`src/hw/rtl/nsel_pkg.sv`:
```
`timescale 1ns / 1ps
// ----------------------------------------------------------------------------
// nsel_pkg: shared definitions of the lock table
// Defaults, reply kinds and the sequencer states.
// ----------------------------------------------------------------------------
package nsel_pkg;
  localparam int NumLocksDef  = 16;
  localparam int WaitSlotsDef = 16;
  localparam int KeyBitsDef   = 32;
  localparam int TaskBitsDef  = 8;

  localparam int RefW   = 32;
  localparam int OTaskW = 8;
  localparam int IdxW   = 4;
  localparam int NestW  = 8;
  localparam logic [NestW-1:0] NestMax = 8'd255;

  typedef enum logic [1:0] {
    KIND_GRANT = 2'd0,
    KIND_DENY  = 2'd1,
    KIND_ACK   = 2'd2
  } kind_e;

  typedef enum logic [3:0] {
    ST_IDLE,
    ST_FIND,
    ST_FREE,
    ST_DECIDE,
    ST_QSLOT,
    ST_UNLOCK,
    ST_WSCAN,
    ST_WPICK,
    ST_AGE,
    ST_EMIT,
    ST_ACK
  } state_e;
endpackage

```
`src/hw/rtl/nested_shared_exclusive_lock_table_top.sv`:
```
`timescale 1ns / 1ps
// ----------------------------------------------------------------------------
// nested_shared_exclusive_lock_table_top
// Named reader/writer lock table with nesting and FIFO waiters.
// ----------------------------------------------------------------------------
// One sequencer walks the entry table and the waiter pool one slot per cycle
// with a single compare unit. A request by name searches the keys of all
// entries, a request by index reads its entry directly. A create that misses
// adds a search for a free entry, and a lock that must wait adds a search for
// a free waiter slot. A decide step then decides and loads the reply
// register. An unlock that drops the nest to zero scans the waiter pool;
// each released waiter then costs a reply plus an age update, and a shared
// or destroy release rescans for the next waiter. A reply that is not taken
// stalls the sequencer. The block takes no new item until every reply of the
// current one has been delivered.
module nested_shared_exclusive_lock_table_top #(
  parameter int NUM_LOCKS  = nsel_pkg::NumLocksDef,
  parameter int WAIT_SLOTS = nsel_pkg::WaitSlotsDef,
  parameter int KEY_BITS   = nsel_pkg::KeyBitsDef,
  parameter int TASK_BITS  = nsel_pkg::TaskBitsDef
) (
  input  logic                        clk_i,
  input  logic                        rst_ni,
  input  logic                        in_valid_i,
  output logic                        in_ready_o,
  input  logic                        func_i,
  input  logic                        by_name_i,
  input  logic                        create_i,
  input  logic                        shared_i,
  input  logic                        try_only_i,
  input  logic                        destroy_i,
  input  logic [nsel_pkg::RefW-1:0]   atom_ref_i,
  input  logic [nsel_pkg::OTaskW-1:0] task_id_i,
  output logic                        out_valid_o,
  input  logic                        out_ready_i,
  output logic [nsel_pkg::OTaskW-1:0] reply_task_o,
  output logic [1:0]                  reply_kind_o,
  output logic [nsel_pkg::IdxW-1:0]   atom_index_o,
  output logic                        last_o
);
  import nsel_pkg::*;

  localparam int LW = $clog2(NUM_LOCKS);
  localparam int WW = (WAIT_SLOTS > 1) ? $clog2(WAIT_SLOTS) : 1;
  localparam int LC = $clog2(NUM_LOCKS + 1);
  localparam int WC = $clog2(WAIT_SLOTS + 1);
  localparam int AW = $clog2(WAIT_SLOTS + 1);

  logic [NUM_LOCKS-1:0]  ev_q, lk_q, sh_q;
  logic [KEY_BITS-1:0]   key_q   [NUM_LOCKS];
  logic [TASK_BITS-1:0]  own_q   [NUM_LOCKS];
  logic [NestW-1:0]      nest_q  [NUM_LOCKS];
  logic [WAIT_SLOTS-1:0] wv_q;
  logic [LW-1:0]         we_q    [WAIT_SLOTS];
  logic [TASK_BITS-1:0]  wt_q    [WAIT_SLOTS];
  logic [WAIT_SLOTS-1:0] ws_q;
  logic [AW-1:0]         wa_q    [WAIT_SLOTS];

  state_e state_q, state_d;
  logic unl_q, byn_q, cre_q, shr_q, try_q, des_q;
  logic [KEY_BITS-1:0]  key_r_q;
  logic [RefW-1:0]      ref_q;
  logic [TASK_BITS-1:0] tsk_q;
  logic [LC-1:0] lcnt_q;
  logic [WC-1:0] wcnt_q;
  logic          fnd_q;
  logic [LW-1:0] e_q;
  logic          bfnd_q, only_sh_q;
  logic [WW-1:0] best_q;
  logic [AW-1:0] bage_q;
  logic [AW-1:0] rage_q;
  logic          nxt_emit_q; // after age update: rescan for the next waiter
  logic          ov_q;
  logic [OTaskW-1:0] ot_q;
  kind_e         ok_q;
  logic [IdxW-1:0] oi_q;
  logic          ol_q;

  logic [LW-1:0] li;
  logic [WW-1:0] wi;
  assign li = lcnt_q[LW-1:0];
  assign wi = wcnt_q[WW-1:0];

  assign in_ready_o   = (state_q == ST_IDLE) && !ov_q;
  assign out_valid_o  = ov_q;
  assign reply_task_o = ot_q;
  assign reply_kind_o = ok_q;
  assign atom_index_o = oi_q;
  assign last_o       = ol_q;

  logic in_acc;
  assign in_acc = in_valid_i && in_ready_o;
  logic out_free;
  assign out_free = !ov_q || out_ready_i;

  logic [OTaskW-1:0] tsk_ext;
  assign tsk_ext = OTaskW'(tsk_q);
  logic [IdxW-1:0] e_ext;
  assign e_ext = IdxW'(e_q);

  // The entry was created by this request.
  logic is_new;
  assign is_new = des_q && !cre_q && !byn_q && !unl_q && !try_q
                  && lk_q[e_q] && nest_q[e_q] == NestW'(1)
                  && own_q[e_q] == tsk_q && !sh_q[e_q]
                  && lcnt_q == LC'(NUM_LOCKS);
  logic deny_now;
  assign deny_now = (cre_q && (!byn_q || (fnd_q && try_q))) || !fnd_q;
  logic may_nest;
  assign may_nest = (sh_q[e_q] && shr_q) || (!sh_q[e_q] && own_q[e_q] == tsk_q);

  logic              emit;
  logic [OTaskW-1:0] emit_task;
  kind_e             emit_kind;
  logic [IdxW-1:0]   emit_idx;
  logic              emit_last;
  logic              take_free;
  logic              nest_up;
  logic              queue_req;

  always_comb begin
    state_d = state_q;
    unique case (state_q)
      ST_IDLE: if (in_acc) state_d = ST_FIND;
      ST_FIND: begin
        if (!byn_q) begin
          state_d = ST_DECIDE;
        end else if (lcnt_q == LC'(NUM_LOCKS)) begin
          state_d = (!unl_q && cre_q && !fnd_q) ? ST_FREE : ST_DECIDE;
        end
      end
      ST_FREE: if (lcnt_q == LC'(NUM_LOCKS)) state_d = ST_DECIDE;
      ST_DECIDE: begin
        if (out_free) begin
          if (unl_q) state_d = fnd_q ? ST_UNLOCK : ST_ACK;
          else if (queue_req) state_d = ST_QSLOT;
          else state_d = ST_IDLE;
        end
      end
      ST_QSLOT: if (wcnt_q == WC'(WAIT_SLOTS)) state_d = ST_IDLE;
      ST_UNLOCK: state_d = (nest_q[e_q] > NestW'(1)) ? ST_ACK : ST_WSCAN;
      ST_WSCAN: if (wcnt_q == WC'(WAIT_SLOTS)) state_d = ST_WPICK;
      ST_WPICK: begin
        if (!bfnd_q) state_d = ST_ACK;
        else if (out_free) state_d = ST_AGE;
      end
      ST_AGE: begin
        if (wcnt_q == WC'(WAIT_SLOTS)) state_d = nxt_emit_q ? ST_WSCAN : ST_ACK;
      end
      ST_ACK: if (out_free) state_d = ST_IDLE;
      default: state_d = ST_IDLE;
    endcase
  end

  always_comb begin
    emit      = 1'b0;
    emit_task = tsk_ext;
    emit_kind = KIND_DENY;
    emit_idx  = '0;
    emit_last = 1'b1;
    take_free = 1'b0;
    nest_up   = 1'b0;
    queue_req = 1'b0;
    unique case (state_q)
      ST_DECIDE: begin
        if (out_free && !unl_q) begin
          priority if (deny_now) begin
            emit = 1'b1;
          end else if (is_new) begin
            emit = 1'b1; emit_kind = KIND_GRANT; emit_idx = e_ext;
          end else if (!lk_q[e_q]) begin
            emit = 1'b1; emit_kind = KIND_GRANT; emit_idx = e_ext;
            take_free = 1'b1;
          end else if (may_nest) begin
            emit = 1'b1;
            if (nest_q[e_q] < NestMax) begin
              emit_kind = KIND_GRANT; emit_idx = e_ext; nest_up = 1'b1;
            end
          end else if (try_q) begin
            emit = 1'b1;
          end else begin
            queue_req = 1'b1;
          end
        end
      end
      ST_QSLOT: emit = (wcnt_q == WC'(WAIT_SLOTS)) && !bfnd_q;
      ST_WPICK: begin
        if (bfnd_q && out_free) begin
          emit = 1'b1;
          emit_task = OTaskW'(wt_q[best_q]);
          emit_last = 1'b0;
          if (!des_q) begin
            emit_kind = KIND_GRANT; emit_idx = e_ext;
          end
        end
      end
      ST_ACK: begin
        if (out_free) begin
          emit = 1'b1; emit_kind = KIND_ACK;
          emit_idx = fnd_q ? e_ext : '0;
        end
      end
      default: emit = 1'b0;
    endcase
  end

  always_ff @(posedge clk_i or negedge rst_ni) begin
    if (!rst_ni) begin
      state_q <= ST_IDLE;
      ev_q <= '0; lk_q <= '0; sh_q <= '0; wv_q <= '0;
      for (int i = 0; i < NUM_LOCKS; i++) nest_q[i] <= '0;
      ov_q <= 1'b0;
    end else begin
      state_q <= state_d;
      if (emit) begin
        ov_q <= 1'b1; ot_q <= emit_task; ok_q <= emit_kind;
        oi_q <= emit_idx; ol_q <= emit_last;
      end else if (out_ready_i) begin
        ov_q <= 1'b0;
      end
      unique case (state_q)
        ST_IDLE: begin
          if (in_acc) begin
            unl_q <= func_i; byn_q <= by_name_i; cre_q <= create_i;
            shr_q <= shared_i; try_q <= try_only_i; des_q <= destroy_i;
            ref_q <= atom_ref_i;
            key_r_q <= KEY_BITS'(64'(atom_ref_i));
            tsk_q <= task_id_i[TASK_BITS-1:0];
            lcnt_q <= '0;
            fnd_q <= 1'b0;
            e_q <= '0;
          end
        end
        ST_FIND: begin
          if (!byn_q) begin
            if (ref_q < RefW'(NUM_LOCKS) && ev_q[ref_q[LW-1:0]]) begin
              fnd_q <= 1'b1; e_q <= ref_q[LW-1:0];
            end
            lcnt_q <= '0;
          end else if (lcnt_q == LC'(NUM_LOCKS)) begin
            lcnt_q <= '0;
          end else begin
            if (!fnd_q && ev_q[li] && key_q[li] == key_r_q) begin
              fnd_q <= 1'b1; e_q <= li;
            end
            lcnt_q <= lcnt_q + 1'b1;
          end
        end
        ST_FREE: begin
          if (lcnt_q != LC'(NUM_LOCKS)) begin
            if (!fnd_q && !ev_q[li]) begin
              fnd_q <= 1'b1; e_q <= li;
              ev_q[li] <= 1'b1; key_q[li] <= key_r_q; lk_q[li] <= 1'b1;
              sh_q[li] <= 1'b0; own_q[li] <= tsk_q; nest_q[li] <= NestW'(1);
              cre_q <= 1'b0; // mark: freshly created
              try_q <= 1'b0;
              byn_q <= 1'b0;
              unl_q <= 1'b0;
              des_q <= 1'b1; // reused as created flag
            end
            lcnt_q <= lcnt_q + 1'b1;
          end
        end
        ST_DECIDE: begin
          if (out_free) begin
            wcnt_q <= '0;
            bfnd_q <= 1'b0;
            if (take_free) begin
              lk_q[e_q] <= 1'b1; sh_q[e_q] <= shr_q;
              own_q[e_q] <= shr_q ? '0 : tsk_q; nest_q[e_q] <= NestW'(1);
            end
            if (nest_up) nest_q[e_q] <= nest_q[e_q] + 1'b1;
          end
        end
        ST_QSLOT: begin
          // find the lowest free waiter slot, then age all others by one
          if (wcnt_q == WC'(WAIT_SLOTS)) begin
            if (bfnd_q) begin
              for (int i = 0; i < WAIT_SLOTS; i++)
                if (wv_q[i]) wa_q[i] <= wa_q[i] + 1'b1;
              wv_q[best_q] <= 1'b1; we_q[best_q] <= e_q; wt_q[best_q] <= tsk_q;
              ws_q[best_q] <= shr_q; wa_q[best_q] <= '0;
            end
          end else begin
            if (!bfnd_q && !wv_q[wi]) begin
              bfnd_q <= 1'b1; best_q <= wi;
            end
            wcnt_q <= wcnt_q + 1'b1;
          end
        end
        ST_UNLOCK: begin
          if (nest_q[e_q] > NestW'(1)) begin
            nest_q[e_q] <= nest_q[e_q] - 1'b1;
          end else begin
            nest_q[e_q] <= '0; lk_q[e_q] <= 1'b0; sh_q[e_q] <= 1'b0;
            own_q[e_q] <= '0;
            only_sh_q <= 1'b0; bfnd_q <= 1'b0; wcnt_q <= '0;
          end
        end
        ST_WSCAN: begin
          if (wcnt_q != WC'(WAIT_SLOTS)) begin
            if (wv_q[wi] && we_q[wi] == e_q && (!only_sh_q || ws_q[wi]) &&
                (!bfnd_q || wa_q[wi] > bage_q)) begin
              bfnd_q <= 1'b1; best_q <= wi; bage_q <= wa_q[wi];
            end
            wcnt_q <= wcnt_q + 1'b1;
          end
        end
        ST_WPICK: begin
          if (!bfnd_q) begin
            if (des_q) ev_q[e_q] <= 1'b0;
          end else if (out_free) begin
            if (!des_q) begin
              lk_q[e_q] <= 1'b1;
              if (!only_sh_q) begin
                nest_q[e_q] <= NestW'(1);
                if (ws_q[best_q]) sh_q[e_q] <= 1'b1;
                else own_q[e_q] <= wt_q[best_q];
              end else begin
                nest_q[e_q] <= nest_q[e_q] + 1'b1;
              end
            end
            rage_q <= bage_q;
            wv_q[best_q] <= 1'b0;
            nxt_emit_q <= des_q || ws_q[best_q] || only_sh_q;
            wcnt_q <= '0;
          end
        end
        ST_AGE: begin
          if (wcnt_q == WC'(WAIT_SLOTS)) begin
            bfnd_q <= 1'b0; wcnt_q <= '0;
            if (nxt_emit_q) only_sh_q <= !des_q;
          end else begin
            if (wv_q[wi] && wa_q[wi] > rage_q) wa_q[wi] <= wa_q[wi] - 1'b1;
            wcnt_q <= wcnt_q + 1'b1;
          end
        end
        default: begin
        end
      endcase
    end
  end
endmodule

```
`config.mk`:
```
export PLATFORM = sky130hd
export DESIGN_NAME = nested_shared_exclusive_lock_table_top
export DESIGN_NICKNAME = d
export VERILOG_FILES = /design/src/hw/rtl/nsel_pkg.sv /design/src/hw/rtl/nested_shared_exclusive_lock_table_top.sv
export SDC_FILE = /design/constraint.sdc
export NUM_CORES = 2
export LEC_CHECK = 0
export BUFFER_PORTS_ARGS = -buffer_cell sky130_fd_sc_hd__buf_2
export CORE_UTILIZATION = 55
export CTS_CLUSTER_DIAMETER = 120
export DETAILED_ROUTE_END_ITERATION = 6
export GPL_TIMING_DRIVEN = 0
export HOLD_SLACK_MARGIN = 0.15
export PLACE_DENSITY = 0.74
export SLEW_MARGIN = 20
export SYNTH_ARGS = -nofsm -noshare
export SYNTH_HDL_FRONTEND = slang
export SYNTH_SLANG_ARGS = --single-unit
```
`constraint.sdc`:
```
create_clock -name clk_i -period 4.7 [get_ports clk_i]
set_clock_uncertainty 0.05 [all_clocks]
set_input_delay 0.94 -clock clk_i [delete_from_list [all_inputs] [get_ports clk_i]]
set_output_delay 0.94 -clock clk_i [all_outputs]
set_load 0.05 [all_outputs]
```
==> out/results.env <==
N_FILL_CELL=6495
POST-ROUTE-WORST-SETUP-SLACK_NS=0.009186
SYNTH_SEQ_CELLS=1234
DIODES=0
VDD_DROP_MAX_uV=387.5
POST_SYNTH_MAIN_AREA_CONTRIBUTORS='sky130_fd_sc_hd__edfxtp_1 (57%), sky130_fd_sc_hd__mux4_2 (13%), sky130_fd_sc_hd__dfrtp_1 (9.1%), sky130_fd_sc_hd__nand2_1 (1.8%), sky130_fd_sc_hd__o21ai_0 (1.6%)'
IO-PIN-COUNT=67
POWER.TOTAL_mW=35.54
TIMING.SLEW.HEADROOM_PCT=17.29
GRTUSAGETOTAL_PCT=32.37
MAPPEDNETLISTNETS=3409
SYNTH_TOP_CELL_AREA_SHARE_PCT=56.50
DETAILROUTE.VIA_COUNT=35000
AREA.SEQUENTIAL_MM2=0.03591
RUN_STATUS='complete, no violations'
DIE_AREA_MM2=0.09992
TRITONCTS_CLOCK_TREE='built'
INITIAL_CORE_UTILIZATION_PCT=55.78
FP.COREAREA_MM2=0.09728
PERIOD_SHARE_PCT=99.80
NUMBER_OF_ENABLE_FLIP_FLOP_CELLS_AFTER_SYNTHESIS=1021
NUMBER_OF_REMAINING_DRC_ERRORS=0
REG2REG_SLACK_NS=0.009
SYNTHTOPCELLSBYCOUNT='sky130_fd_sc_hd__edfxtp_1 (1,021), sky130_fd_sc_hd__mux4_2 (320), sky130_fd_sc_hd__nand2_1 (254)'
MIN_TO='shr_q'
CLOCK_INSERTION_DELAY_AT_THE_LATER_PIN_OF_THE_SKEW_REPORT_NS=0.75
GLOBALROUTE.TOTALOVERFLOW=0
MULTI_INPUT_AREA_MM2=0.01825
CRITPATHCAPTURETYPE='flop'
SYN2LAYOUT_AREA_GROWTH_PCT=17.20
NUMBER_OF_GLOBAL_ROUTE_VIAS_BEFORE_REPAIR=34290
VIA_PER_INST=6.946
SEQ_AREA_FRAC_SYNTH_PCT=66.18
MAIN_FLOP_TYPE_AFTER_SYNTHESIS='sky130_fd_sc_hd__edfxtp_1'
DRIVE_ABOVE_1_SHARE_PCT=27.72
HOLD_CLASS='in2reg'
GRT_MAX_DEGREE=74
YOSYS_CELL_TYPES=96
DPL.HPWL_UM=100500
CTS.PATH.MAX_BUFFERS=3
TIMING.FINAL.SETUP_VIOLATIONS=0
TIMING.SETUP.TNS_NS=0
WORST-ENDPOINT-REQUIRED_NS=5.33
CTS_SINKS=1234
TIMING.FINAL.MAX_SLEW_VIOLATIONS=0
GPL.FINAL_WEIGHTED_CONGESTION=0.9613
TIMING.MAX_CAP.VIOLATIONS=0
NETS=3744
TIMING.CRITICAL_PATH.FROM_TYPE='flop'
HOLD_PATH_STARTPOINT='shared_i'
NUMBER_OF_ANTENNA_VIOLATIONS_AT_THE_FIRST_CHECK_IN_GLOBAL_ROUTING=3
FINAL_HOLD_VIOL_COUNT=0
WORSTSETUPPATHTYPE='reg2reg'
FINALWIRELENGTH_UM=161400
PLACEMENT_ROWS=114
CHIPHEIGHT_UM=316.1
LAYOUT_MIN_CYCLE_TIME_NS=4.691
CELLLEAKAGEPOWER_nW=21.92
PORT-BUFFER-COUNT=66
ROUTE.ANTENNA.REMAINING_NETS=0
SYNTH.YOSYS.WARNINGS=0
SYNTHESIS.INSTANCES=3323
DP.CELLS=4712
FFS_W_ASYNC_S_R_SYNTH_PCT=15.96
DP_WORST_SETUP_SLACK_NS=-1.857
WIRE_LENGTH_OF_THE_FIRST_GLOBAL_ROUTING_PASS_UM=233300
POSTLAYOUTCOREUTIL_PCT=65.37
FF2FF_PATH_DEPTH=12
POWER_PER_CELL_AREA_mW_PER_MM2=558.9
MAX_SLEW.WORST_PIN.SLEW_NS=1.238
CTS-HTREE-LEVELS=3
SYNTH_MOST_COMMON_CELL='sky130_fd_sc_hd__edfxtp_1'
SIGNAL_ARRIVAL_TIME_AT_THE_WORST_ENDPOINT_NS=5.32
WORST-PATH-MAX-FANOUT=17
POST_DRT_WL_PER_CELL_UM=32.03
YOSYS.AREA.TOP_TYPE='sky130_fd_sc_hd__edfxtp_1'
WORST_HOLD_PATH_CELL_COUNT=1
CTS_MADE_BUFFERS=120
DR.FIRST_ITER.DRC_COUNT=5065
R2R_START='e_ext[3]'
CLOCK.FMAX_MHz=213.2
DIE_WIDTH_UM=316.1
SYN_AREA_PER_CELL_UM2=16.33
SYN-CELL-AREA_MM2=0.05426
WORST_FLOP_TO_FLOP_PATH_ENDPOINT='nest_q[79]'
ROOT_BUFFER='sky130_fd_sc_hd__clkbuf_16'
STDCELL_COUNT=5039
DETAILEDROUTE.FIRSTPASSITERATIONCOUNT=7
CTS.CLK_SLEW.WORST_PATHS_NS=0.07
-- state kept, by name, indices dropped and copies added (netlist names), 8 cells and up, named ones only --
register / flops
own_q: 128
ev_q: 16
tsk_ext: 8
nest_q: 128
lk_q: 16
wt_q: 128
sh_q: 16
key_q: 512
we_q: 64
reply_task_o: 8
ws_q: 16
wa_q: 80
ref_q: 32
-- cell families (layout without fill, tap and decap cells) --
family / after synthesis / after routing / synth area share [%]
muxes: 436 / 436 / 15.89
AOI/OAI and AO/OA: 607 / 607 / 7.817
adders and majority gates: 36 / 36 / 0.8301
xor gates and xnor gates: 96 / 96 / 1.550
DFF: 1234 / 1234 / 66.18
and+or+nand+nor: 689 / 690 / 5.813
buffers and inverters: 225 / 664 / 1.921
-- layer usage --
metal	vias up	routed length (um)	track usage, %
li1	14020	-	-
met1	17820	60820	45.39
met2	2611	74430	49.68
met3	549	19010	7.227
met4	0	7145	13.05
met5	-	0	0
-- final cells by class --
type | instances | area share, %
sequential | 1234 | 56.47
clock inverter | 69 | 1.094
tap | 1276 | 2.510
timing repair buffer | 215 | 3.913
clock buffer | 158 | 5.306
multi-input combinational | 1865 | 28.69
buffer | 184 | 1.779
inverter | 38 | 0.2341
-- critical path: stages, from the launching register on --
cell and delay, ns:
sky130_fd_sc_hd__edfxtp_1 0.67, sky130_fd_sc_hd__buf_4 0.32, sky130_fd_sc_hd__nor2_2 0.79, sky130_fd_sc_hd__a22oi_1 0.32, sky130_fd_sc_hd__nand2_1 0.35, sky130_fd_sc_hd__nand2_1 0.18, sky130_fd_sc_hd__o41ai_4 0.43, sky130_fd_sc_hd__or2_4 0.25
sky130_fd_sc_hd__o311ai_4 0.09, sky130_fd_sc_hd__buf_4 0.21, sky130_fd_sc_hd__buf_6 0.16, sky130_fd_sc_hd__a22oi_2 0.59, sky130_fd_sc_hd__a22o_1 0.25
-- cells in the final DEF (no fill, tap or decap), types with 14 or more instances in the layout --
master                         n
sky130_fd_sc_hd__a21oi_1      92
sky130_fd_sc_hd__a22o_1       69
sky130_fd_sc_hd__a22oi_1      20
sky130_fd_sc_hd__a31oi_1      27
sky130_fd_sc_hd__a32o_1       34
sky130_fd_sc_hd__buf_12       39
sky130_fd_sc_hd__buf_16       27
sky130_fd_sc_hd__buf_2        92
sky130_fd_sc_hd__buf_4        90
sky130_fd_sc_hd__buf_6        16
sky130_fd_sc_hd__clkbuf_1     88
sky130_fd_sc_hd__clkbuf_16   128
sky130_fd_sc_hd__clkbuf_2     25
sky130_fd_sc_hd__clkbuf_4     15
sky130_fd_sc_hd__clkinv_1     19
sky130_fd_sc_hd__clkinv_2     24
sky130_fd_sc_hd__dfrtp_1     197
sky130_fd_sc_hd__dfxtp_1      14
sky130_fd_sc_hd__edfxtp_1   1021
sky130_fd_sc_hd__ha_1         32
sky130_fd_sc_hd__inv_1        35
sky130_fd_sc_hd__mux2_2       35
sky130_fd_sc_hd__mux2i_1      58
sky130_fd_sc_hd__mux4_2      320
sky130_fd_sc_hd__nand2_1     239
sky130_fd_sc_hd__nand2_2      15
sky130_fd_sc_hd__nand2b_1     19
sky130_fd_sc_hd__nand3_1      82
sky130_fd_sc_hd__nor2_1      123
sky130_fd_sc_hd__nor2_2       25
sky130_fd_sc_hd__nor2_4       39
sky130_fd_sc_hd__nor2b_1      29
sky130_fd_sc_hd__nor3_1       21
sky130_fd_sc_hd__nor4_1       15
sky130_fd_sc_hd__o21ai_0     172
sky130_fd_sc_hd__o22ai_1      21
sky130_fd_sc_hd__xnor2_1      38
sky130_fd_sc_hd__xor2_1       58
-- how the worst max path moves through the flow --
| stage | from | cells past startpoint | slack, ns | endpoint |
|---|---|---|---|---|
| finish | e_ext[3] | 12 | 0.009 | nest_q[79] |
| global route | flop | 16 | -0.06 | bfnd_q |
| CTS | flop | 16 | -0.04 | wa_q[0][1] |
| detailed placement | e_ext[0] | 19 | -1.86 | own_q[2][3] |
| global placement | rst_ni | 5 | -4.78 | key_q[0][23] |
| floorplan | e_ext[0] | 19 | 0.05 | own_q[2][0] |
-- repair_timing --
action                     4_1_cts  5_1_grt
hold buffers                     1        0
hold endpoints to repair        38        0
setup buffers                   62       37
resized for setup              167       95
pin swaps                       40       20
setup endpoints to repair      905      599
cloned                           1        2
-- through the flow --
stage          area [um^2]  hold slack, ns
2_1_floorplan        54280          0.3764
5_1_grt              63590          0.3100
3_3_place_gp         56210          0.3784
4_1_cts              62920          0.2904
6_report             63590          0.3197
3_5_place_dp         57420          0.3914
-- report_power, final --
| part | switching [mW] | leakage [nW] | total (mW) | internal [mW] |
|---|---|---|---|---|
| clock | 4.37 | 2.00 | 9.99 | 5.62 |
| combinational | 7.50 | 7.95 | 12.4 | 4.86 |
| sequential | 0.575 | 12.0 | 13.2 | 12.6 |
| total | 12.4 | 21.9 | 35.5 | 23.1 |
No activity file was read; power rests on OpenSTA's default activity.
